File: src/rtl/modexp_pkg.sv
// shared constants, types and states for the modular exponentiation block
// depends on nothing

package modexp_pkg;

  localparam int unsigned W        = 30;
  localparam int unsigned EXP_BITS = 31;
  localparam int unsigned BCNT_W   = $clog2(W);
  localparam int unsigned ECNT_W   = (EXP_BITS > 1) ? $clog2(EXP_BITS) : 1;

  localparam logic [W-1:0] MOD_P = W'(1000000007);

  typedef struct packed {
    logic clr;
    logic step;
  } lane_ctl_t;

  typedef enum logic [1:0] {
    ST_IDLE,
    ST_MUL,
    ST_UPD,
    ST_DONE
  } state_e;

  function automatic logic [W-1:0] reduce_once(input logic [W-1:0] v);
    logic [W-1:0] r;
    r = (v >= MOD_P) ? v - MOD_P : v;
    return r;
  endfunction

endpackage

File: src/rtl/modexp_mulser.sv
// bit-serial interleaved modular multiplier lane, multiplier bits fed msb first
// depends on modexp_pkg

module modexp_mulser
  import modexp_pkg::*;
(
  input  logic         clk_i,
  input  logic         rst_ni,
  input  lane_ctl_t    ctl_i,
  input  logic [W-1:0] mcand_i,
  input  logic         bit_i,
  output logic [W-1:0] prod_o
);

  localparam logic [W+1:0] P1 = {2'b00, MOD_P};
  localparam logic [W+1:0] P2 = {1'b0, MOD_P, 1'b0};

  logic [W-1:0] r_q, r_d;
  logic [W+1:0] t;

  always_comb begin
    t = {1'b0, r_q, 1'b0} + (bit_i ? {2'b00, mcand_i} : '0);
    r_d = r_q;
    if (ctl_i.clr) begin
      r_d = '0;
    end else if (ctl_i.step) begin
      priority if (t >= P2) begin
        r_d = W'(t - P2);
      end else if (t >= P1) begin
        r_d = W'(t - P1);
      end else begin
        r_d = W'(t);
      end
    end
  end

  always_ff @(posedge clk_i or negedge rst_ni) begin
    if (!rst_ni) begin
      r_q <= '0;
    end else begin
      r_q <= r_d;
    end
  end

  assign prod_o = r_q;

endmodule

File: src/rtl/modular_exponentiation_top.sv
// top level: square-and-multiply sequencer over two bit-serial multiplier lanes
// depends on modexp_pkg and modexp_mulser
//
//  channel  | ports                                  | handshake
//  ---------+----------------------------------------+--------------------------
//  input    | base_i[29:0], exponent_i[30:0]         | start & !busy
//  result   | power_o[29:0]                          | valid_o, one cycle
//
// one item is worked on at a time; a new one is not accepted while busy
// each exponent bit costs one serial multiply pass, both lanes in step
// busy is high from the accepting edge until the result strobe has gone
// reset clears the sequencer; the receiver cannot stall the result

module modular_exponentiation_top
  import modexp_pkg::*;
(
  input  logic                clk_i,
  input  logic                rst_ni,
  input  logic                start,
  output logic                busy,
  input  logic [W-1:0]        base_i,
  input  logic [EXP_BITS-1:0] exponent_i,
  output logic                valid_o,
  output logic [W-1:0]        power_o
);

  state_e state_q, state_d;

  logic [W-1:0]        acc_q, acc_d;
  logic [W-1:0]        sq_q, sq_d;
  logic [W-1:0]        scan_q, scan_d;
  logic [EXP_BITS-1:0] exp_q, exp_d;
  logic [BCNT_W-1:0]   bcnt_q, bcnt_d;
  logic [ECNT_W-1:0]   ecnt_q, ecnt_d;

  lane_ctl_t    lane_ctl;
  logic [W-1:0] acc_prod, sq_prod;

  modexp_mulser u_acc_lane (
    .clk_i   (clk_i),
    .rst_ni  (rst_ni),
    .ctl_i   (lane_ctl),
    .mcand_i (acc_q),
    .bit_i   (scan_q[W-1]),
    .prod_o  (acc_prod)
  );

  modexp_mulser u_sq_lane (
    .clk_i   (clk_i),
    .rst_ni  (rst_ni),
    .ctl_i   (lane_ctl),
    .mcand_i (sq_q),
    .bit_i   (scan_q[W-1]),
    .prod_o  (sq_prod)
  );

  // next state
  always_comb begin
    state_d = state_q;
    unique case (state_q)
      ST_IDLE: if (start) state_d = ST_MUL;
      ST_MUL:  if (bcnt_q == '0) state_d = ST_UPD;
      ST_UPD: begin
        if (ecnt_q == ECNT_W'(EXP_BITS - 1)) state_d = ST_DONE;
        else state_d = ST_MUL;
      end
      ST_DONE: state_d = ST_IDLE;
      default: state_d = ST_IDLE;
    endcase
  end

  // outputs and datapath
  always_comb begin
    acc_d    = acc_q;
    sq_d     = sq_q;
    scan_d   = scan_q;
    exp_d    = exp_q;
    bcnt_d   = bcnt_q;
    ecnt_d   = ecnt_q;
    lane_ctl = '0;
    unique case (state_q)
      ST_IDLE: begin
        lane_ctl.clr = 1'b1;
        if (start) begin
          acc_d  = W'(1);
          sq_d   = reduce_once(base_i);
          scan_d = reduce_once(base_i);
          exp_d  = exponent_i;
          bcnt_d = BCNT_W'(W - 1);
          ecnt_d = '0;
        end
      end
      ST_MUL: begin
        lane_ctl.step = 1'b1;
        scan_d = {scan_q[W-2:0], 1'b0};
        bcnt_d = bcnt_q - 1'b1;
      end
      ST_UPD: begin
        lane_ctl.clr = 1'b1;
        if (exp_q[0]) acc_d = acc_prod;
        sq_d   = sq_prod;
        scan_d = sq_prod;
        exp_d  = exp_q >> 1;
        bcnt_d = BCNT_W'(W - 1);
        ecnt_d = ecnt_q + 1'b1;
      end
      ST_DONE: begin
        lane_ctl.clr = 1'b1;
      end
      default: begin
        lane_ctl.clr = 1'b1;
      end
    endcase
  end

  always_ff @(posedge clk_i or negedge rst_ni) begin
    if (!rst_ni) begin
      state_q <= ST_IDLE;
      bcnt_q  <= '0;
      ecnt_q  <= '0;
    end else begin
      state_q <= state_d;
      bcnt_q  <= bcnt_d;
      ecnt_q  <= ecnt_d;
    end
  end

  always_ff @(posedge clk_i) begin
    acc_q  <= acc_d;
    sq_q   <= sq_d;
    scan_q <= scan_d;
    exp_q  <= exp_d;
  end

  assign busy    = (state_q != ST_IDLE);
  assign valid_o = (state_q == ST_DONE);
  assign power_o = acc_q;

  a_accept_busy: assert property (@(posedge clk_i) disable iff (!rst_ni)
    start && !busy |=> busy && !valid_o)
    else $error("busy not raised after accepting an item");

  a_result_reduced: assert property (@(posedge clk_i) disable iff (!rst_ni)
    valid_o |-> power_o < MOD_P)
    else $error("result not reduced below modulus");

  a_single_strobe: assert property (@(posedge clk_i) disable iff (!rst_ni)
    valid_o |=> !valid_o && !busy)
    else $error("result strobe longer than one cycle");

  a_lanes_reduced: assert property (@(posedge clk_i) disable iff (!rst_ni)
    state_q == ST_UPD |-> acc_prod < MOD_P && sq_prod < MOD_P)
    else $error("multiplier lane left range");

endmodule
File: config.mk
export PLATFORM = sky130hd
export DESIGN_NAME = modular_exponentiation_top
export DESIGN_NICKNAME = d
export VERILOG_FILES = /design/src/rtl/modexp_pkg.sv /design/src/rtl/modexp_mulser.sv /design/src/rtl/modular_exponentiation_top.sv
export SDC_FILE = /design/constraint.sdc
export NUM_CORES = 1
export LEC_CHECK = 0
export BUFFER_PORTS_ARGS = -buffer_cell sky130_fd_sc_hd__buf_2
export CORE_ASPECT_RATIO = 1.5
export CORE_MARGIN = 3
export CORE_UTILIZATION = 50
export DETAILED_ROUTE_END_ITERATION = 12
export GPL_TIMING_DRIVEN = 0
export PLACE_DENSITY_LB_ADDON = 0.12
export SETUP_SLACK_MARGIN = 0.5
export SYNTH_ARGS = -nofsm -noshare
export SYNTH_HDL_FRONTEND = slang
export SYNTH_SLANG_ARGS = --single-unit
File: constraint.sdc
create_clock -name clk_i -period 8 [get_ports clk_i]
set_input_delay 0.8 -clock clk_i [delete_from_list [all_inputs] [get_ports clk_i]]
set_output_delay 0.8 -clock clk_i [all_outputs]
set_load 0.1 [all_outputs]
# Word-level counts from Yosys, hierarchy flattened
# Cells that the tools add are included.
# Widths: inputs -> output; s select.
[word_totals]
reg_bits = 193
in_bits = 64
output_inout_bits = 32
wordCells = 70
[op_classes]
add_sub_neg = 9
magnitude_cmp = 5
eq_ne = 7
n_mux = 29
n_reduce_logical = 11
[op_table]
columns = ["cell", "count"]
rows = [
  ["$mux 30", 14],
  ["$sub 30x30->30 const B", 5],
  ["$pmux 30 s2", 2],
  ["$pmux 30 s3", 1],
  ["$add 31x30->32", 2],
  ["$ge 32x30->1 const B", 2],
  ["$ge 32x31->1 const B", 2],
  ["$pmux 31 s2", 1],
  ["$mux 31", 1],
  ["$ge 30x30->1 const B", 1],
  ["$pmux 5 s3", 1],
  ["$mux 5", 2],
  ["$pmux 5 s2", 1],
  ["$pmux 2 s4", 1],
  ["$mux 2", 3],
  ["$ne 2x2->1 const B", 3],
  ["$reduce_and 2->1", 3],
  ["$reduce_bool 2->1", 3],
  ["$add 5x1->5 const B", 1],
  ["$eq 5x5->1 const B", 1],
  ["$logic_not 5->1", 1],
  ["$sub 5x1->5 const B", 1],
  ["$eq 2x2->1 const B", 2],
  ["$reduce_and 3->1", 1],
  ["other kinds (5)", 6],
]

# Longest topological paths before layout
[logic_depth]
ltp_word = 7
ltp_mapped = 20
mapped_depth_nobuf = 16

# Hierarchy
# From an unflattened synthesis, not the netlist that was laid out.
[unflattened]
hier_cells = 1885
hier_area_um2 = 16991.3
[by_module_without_submodules]
columns = ["module", "instances", "cells_per_inst", "area_each_um2", "seq_area_each_um2"]
rows = [
  ["modular_exponentiation_top", 1, 533, 6734.0, 3933.8],
  ["modexp_mulser at u_sq_lane", 1, 695, 5137.4, 750.7],
  ["modexp_mulser at u_acc_lane", 1, 657, 5119.9, 750.7],
]

# Worst setup path after synthesis
# No wires, ideal clock.
[synth_path]
kind = "register -> register"
from = "register acc_q[1], in the netlist power_o[1]"
to = "register u_acc_lane.r_q[23], in the netlist u_acc_lane.prod_o[23]"
setup_ns = 0.132
arrival_ns = 4.526
required_time_ns = 7.868
setup_slack_ns = 3.342
path_stages_with_launch = 19
cell_sequence = "edfxtp_1 and2_1 ha_1 inv_1 fa_1 nor2b_4 o31a_1 nor2_1 o311a_1 nand3_1 o311ai_1 a2111o_1 a211o_2 a21o_1 buf_6 buf_6 a32oi_1 xor2_1 nor2_1"
[synth_via]
elab_chain_len = 7
word_cells_on_any_way = 10
[synth_rtl]
columns = ["item", "line", "rtl"]
rows = [
  ["start, declared", "modular_exponentiation_top.sv:29", "logic [W-1:0] acc_q, acc_d;"],
  ["start signal, assigned", "modular_exponentiation_top.sv:129", "acc_q <= acc_d;"],
  ["$mux 30 (*)", "modexp_mulser.sv:22", "t = {1'b0, r_q, 1'b0} + (bit_i ? {2'b00, mcand_i} : '0);"],
  ["$add 31x30->32 (*)", "modexp_mulser.sv:22", ""],
  ["$sub 30x30->30 / $ge 32x30->1 (equally long branches)", "modexp_mulser.sv:30, modexp_mulser.sv:29", ""],
  ["$mux 30", "modexp_mulser.sv:29", "end else if (t >= P1) begin"],
  ["$mux 30 (*)", "modexp_mulser.sv:27", "priority if (t >= P2) begin"],
  ["$mux 30 (*)", "modexp_mulser.sv:26", "end else if (ctl_i.step) begin"],
  ["$mux 30 (*)", "modexp_mulser.sv:24", "if (ctl_i.clr) begin"],
  ["end signal, assigned", "modexp_mulser.sv:41", "r_q <= r_d;"],
  ["end, declared", "modexp_mulser.sv:18", "logic [W-1:0] r_q, r_d;"],
]
# Every way passes the cells marked *; elsewhere a longest branch is shown, timed or not. The select of a mux whose other input is x is not followed.
# A chain may end at the register's enable or synchronous reset.

# Final worst setup path
[layout_path]
from = "register scan_q[29]"
to = "register u_sq_lane.r_q[13], in the netlist u_sq_lane.prod_o[13]"
[layout_via]
elab_chain_len = 7
word_cells_on_any_way = 10
[layout_rtl]
columns = ["item", "line", "rtl"]
rows = [
  ["start, declared", "modular_exponentiation_top.sv:31", "logic [W-1:0] scan_q, scan_d;"],
  ["start signal, assigned", "modular_exponentiation_top.sv:131", "scan_q <= scan_d;"],
  ["$mux 30 (*)", "modexp_mulser.sv:22", ""],
  ["$add 31x30->32 (*)", "modexp_mulser.sv:22", ""],
  ["$sub 30x30->30 / $ge 32x30->1 (equally long branches)", "modexp_mulser.sv:30, modexp_mulser.sv:29", ""],
  ["$mux 30", "modexp_mulser.sv:29", ""],
  ["$mux 30 (*)", "modexp_mulser.sv:27", ""],
  ["$mux 30 (*)", "modexp_mulser.sv:26", ""],
  ["$mux 30 (*)", "modexp_mulser.sv:24", ""],
  ["end signal, assigned", "modexp_mulser.sv:41", ""],
  ["end, declared", "modexp_mulser.sv:18", ""],
]
# Marked as above.

==> key figures <==
STA
  • Fin. Hold Viols: 0
  • Slew Limit Headroom: 0.235
  • Max Slew Vio Count: 0
  • RSZ-0062 raised after global routing: false
  • Minimum clock period: 6.42 ns
  • Final setup vio count: 0
  • Period utilization: 0.802
  • Worst Skew: 0.0227 ns
  • Setup ws final: 1.58 ns
  • Setup_tns: 0 ns
  • Max Clk Rate: 156 MHz
  • Worst slew pin tran: 1.15 ns

Worst setup path
  • Crit Reg-Reg Startpoint: scan_q[29]$_DFFE_PP_
  • Kind of end point of the critical path: flop
  • Worst Path Arrival: 6.71 ns
  • Crit Path Class: flop to flop
  • Critical Path Source Type: flop
  • Worst r2r dst: u_sq_lane.prod_o[13]$_DFFE_PN0P_
  • Critical Path Sink: u_sq_lane.prod_o[13]$_DFFE_PN0P_
  • CP Launch Point: scan_q[29]$_DFFE_PP_
  • FF-to-FF path depth: 17
  • Flop2flop setup slack: 1.58 ns
  • Crit path required time: 8.29 ns
  • CP max FO: 10

Power
  • PwrDens: 442 mW/mm^2
  • VDD IR max: 241 uV
  • Leak: 7.20 nW

Global route
  • Grt total ovfl: 0
  • Initial antenna violation count: 0
  • Largest net degree at the start of global routing: 56
  • First-pass GRT wire length: 80.1 mm
  • Vias in the first global route: 14900
  • Gr usage total: 0.296

Detailed routing
  • Routed Antenna Nets: 0
  • DRC viols: 0
  • Vias: 14700
  • Routed wire per std cell: 22.2 um
  • Vias per cell: 6.30
  • DRT iter0 DRCs: 880
  • Routed WL: 51.8 mm
  • DRT Pass-1 Iters: 8

Yosys
  • Post-synth EDFFs: 121
  • Sequential area share after synthesis: 0.339
  • Post-Syn Instances: 1795
  • Synth Cell Area: 0.0161 sq mm
  • Ys async rst share: 0.373
  • Flops & latches, synth: 193
  • Post-synth net total: 1936
  • Top_reg_cell synth: edfxtp_1
  • Synth Area per Inst: 8.94 sq um
  • Synth unique cells: 102
  • Synth warn: 0

Final layout
  • Synth-to-Final Area Change: 10.7%
  • Layout cells sized above 1: 0.150
  • Final core occ: 0.567
  • Non-filler cells, final: 2332
  • Filler cells: 2884
  • Nets: 2054

Clock tree
  • Worst-skew pair later-pin latency: 0.47 ns
  • CTS HTree Levels: 4
  • Resized Gates After CTS: 0
  • Setup Fix Bufs, Post-CTS: 0
  • CTS Buf Count: 17
  • Clk slew on worst S/H paths: 0.08 ns
  • CTS max path bufs: 2
  • CTS tree: yes
  • Post-CTS Hold Fix Bufs: 0
  • CTS Root Buffer Type: clkbuf_16
  • CTS sink count: 193

Die
  • Total core area: 0.0313 sq mm
  • DIE AREA: 0.0343 sq mm
  • Die H: 225 um
  • Die X: 152 um
  • # IOs: 96
  • Row count: 79
  • Initial core utilization: 0.512

Placement
  • DP Worst Slack: 1.65 ns
  • Placer congestion estimate: 0.957
  • Total placed cells including tap cells: 2299
  • IO Port Bufs: 95
  • Dpl hpwl: 40.9 mm

Worst hold path
  • Hold WC Path Type: input pin to async pin

Run status
  • Status: finished, final reports clean

Job
  • Max_cap viols: 0
## cell families after synthesis
group | count (synthesis) | synth area share
adder cells (fa/ha/maj) | 77 | 0.0610
flip-flops | 193 | 0.339
XOR/XNOR | 85 | 0.0469
multiplexers | 95 | 0.0635
AND/OR/NAND/NOR | 680 | 0.215
buffers and inverters | 145 | 0.0399
AO/OA/AOI/OAI | 520 | 0.235
## sequential cells by signal (all words and copies together), names as in the netlist
register and count:
exp_q 31, power_o 30, scan_q 30, sq_q 30, u_acc_lane.prod_o 30, u_sq_lane.prod_o 30
bcnt_q 5, ecnt_q 5, state_q 2
## critical path, stage by stage, from the launching register on
cell and delay, ns:
edfxtp_1 0.52, clkbuf_1 0.56, clkbuf_1 0.53, and2_1 0.23
ha_1 0.22, buf_2 0.18, a21oi_2 0.30, o21ai_2 0.22
and3_1 0.20, nor4b_2 0.61, nand3_1 0.22, a21oi_1 0.31
a211oi_2 0.16, o311ai_4 0.49, nand2_1 0.39, o32ai_1 0.44
nor3_1 0.11, nor3b_1 0.54
## placed cells by master, fill, tap and decap left out, drive strengths merged, types with 8 or more instances in the layout
master	synthesis	layout
and3	25	25
clkbuf	59	76
xnor2	59	59
nand2	176	176
a21oi	126	126
nand3	59	59
o211a	16	16
xor2	26	26
clkinv	0	8
dfrtp	72	72
edfxtp	121	121
nand2b	20	20
a211oi	23	23
inv	50	57
and2	107	107
o2111ai	9	9
o31ai	8	8
a31oi	22	22
a22oi	12	12
nand4	22	22
mux2i	40	40
nor2	147	147
a21boi	8	8
mux2	55	55
nor4	8	8
a221oi	24	24
or3	27	27
o21a	18	18
nor2b	10	10
o21ai	103	103
buf	36	135
ha	75	75
a21o	34	34
nor3	36	36
o211ai	26	26
and4	9	9
nor3b	10	10
## metrics by stage
step	hold slack [ns]	area (sq um)	total power, W
2_1_floorplan	0.501	16100	0.00553
3_3_place_gp	0.525	17000	0.00676
3_5_place_dp	0.535	17100	0.00687
4_1_cts	0.233	17800	0.00781
5_1_grt	0.239	17800	0.00836
6_report	0.238	17800	0.00785
## worst min path at each step
| stage | end | slack (ns) | depth (start not counted) |
|---|---|---|---|
| after floorplan | bcnt_q[0]$_DFFE_PN0P_ | 0.50 | 0 |
| after global placement | exp_q[20]$_DFFE_PP_ | 0.53 | 1 |
| after detailed placement | exp_q[2]$_DFFE_PP_ | 0.53 | 1 |
| after CTS | u_sq_lane.prod_o[9]$_DFFE_PN0P_ | 0.23 | 1 |
| after global routing | u_acc_lane.prod_o[8]$_DFFE_PN0P_ | 0.24 | 1 |
| final | u_acc_lane.prod_o[8]$_DFFE_PN0P_ | 0.24 | 1 |
## per-layer routing
layer,track usage,part of all wire,up-vias
li1,-,-,6946
met1,0.293,0.35,7105
met2,0.579,0.55,484
met3,0.0359,0.031,164
met4,0.186,0.067,0
met5,0,0,-
## synthesized netlist by cell type (all sizes together), types with 23 or more instances
master  number  area share
a21oi      126       0.043
xnor2       59       0.033
a21o        34       0.016
clkbuf      59       0.014
edfxtp     121        0.23
inv         50       0.012
nor2       147       0.034
mux2i       40       0.025
o21ai      103       0.032
a221oi      24       0.014
buf         36       0.014
o211ai      26       0.012
nand3       59       0.018
and3        25       0.010
xor2        26       0.014
mux2        55       0.039
a211oi      23       0.011
ha          75       0.058
and2       107       0.042
or3         27       0.011
nor3        36       0.012
nand2      176       0.041
dfrtp       72        0.11
## layout make-up
class / instances / area [sq um] / area share
Tap cell: 405 / 507 / 0.0285
Sequential cell: 193 / 5440 / 0.306
Clock inverter: 15 / 199 / 0.0112
Timing Repair Buffer: 99 / 566 / 0.0318
Multi-Input combinational cell: 1457 / 9990 / 0.562
Clock buffer: 17 / 425 / 0.0239
Buffer: 95 / 453 / 0.0255
Antenna cell: 1 / 2.50 / 0.000141
Inverter: 50 / 188 / 0.0106
## power by group
group	internal [W]	switching, W	total, W
logic	0.00158	0.00349	0.00507
registers	0.00165	0.000218	0.00187
clock network	0.000433	0.000483	0.000915
total	0.00366	0.00419	0.00785
Note: power is estimated with default switching activity, not from simulation.
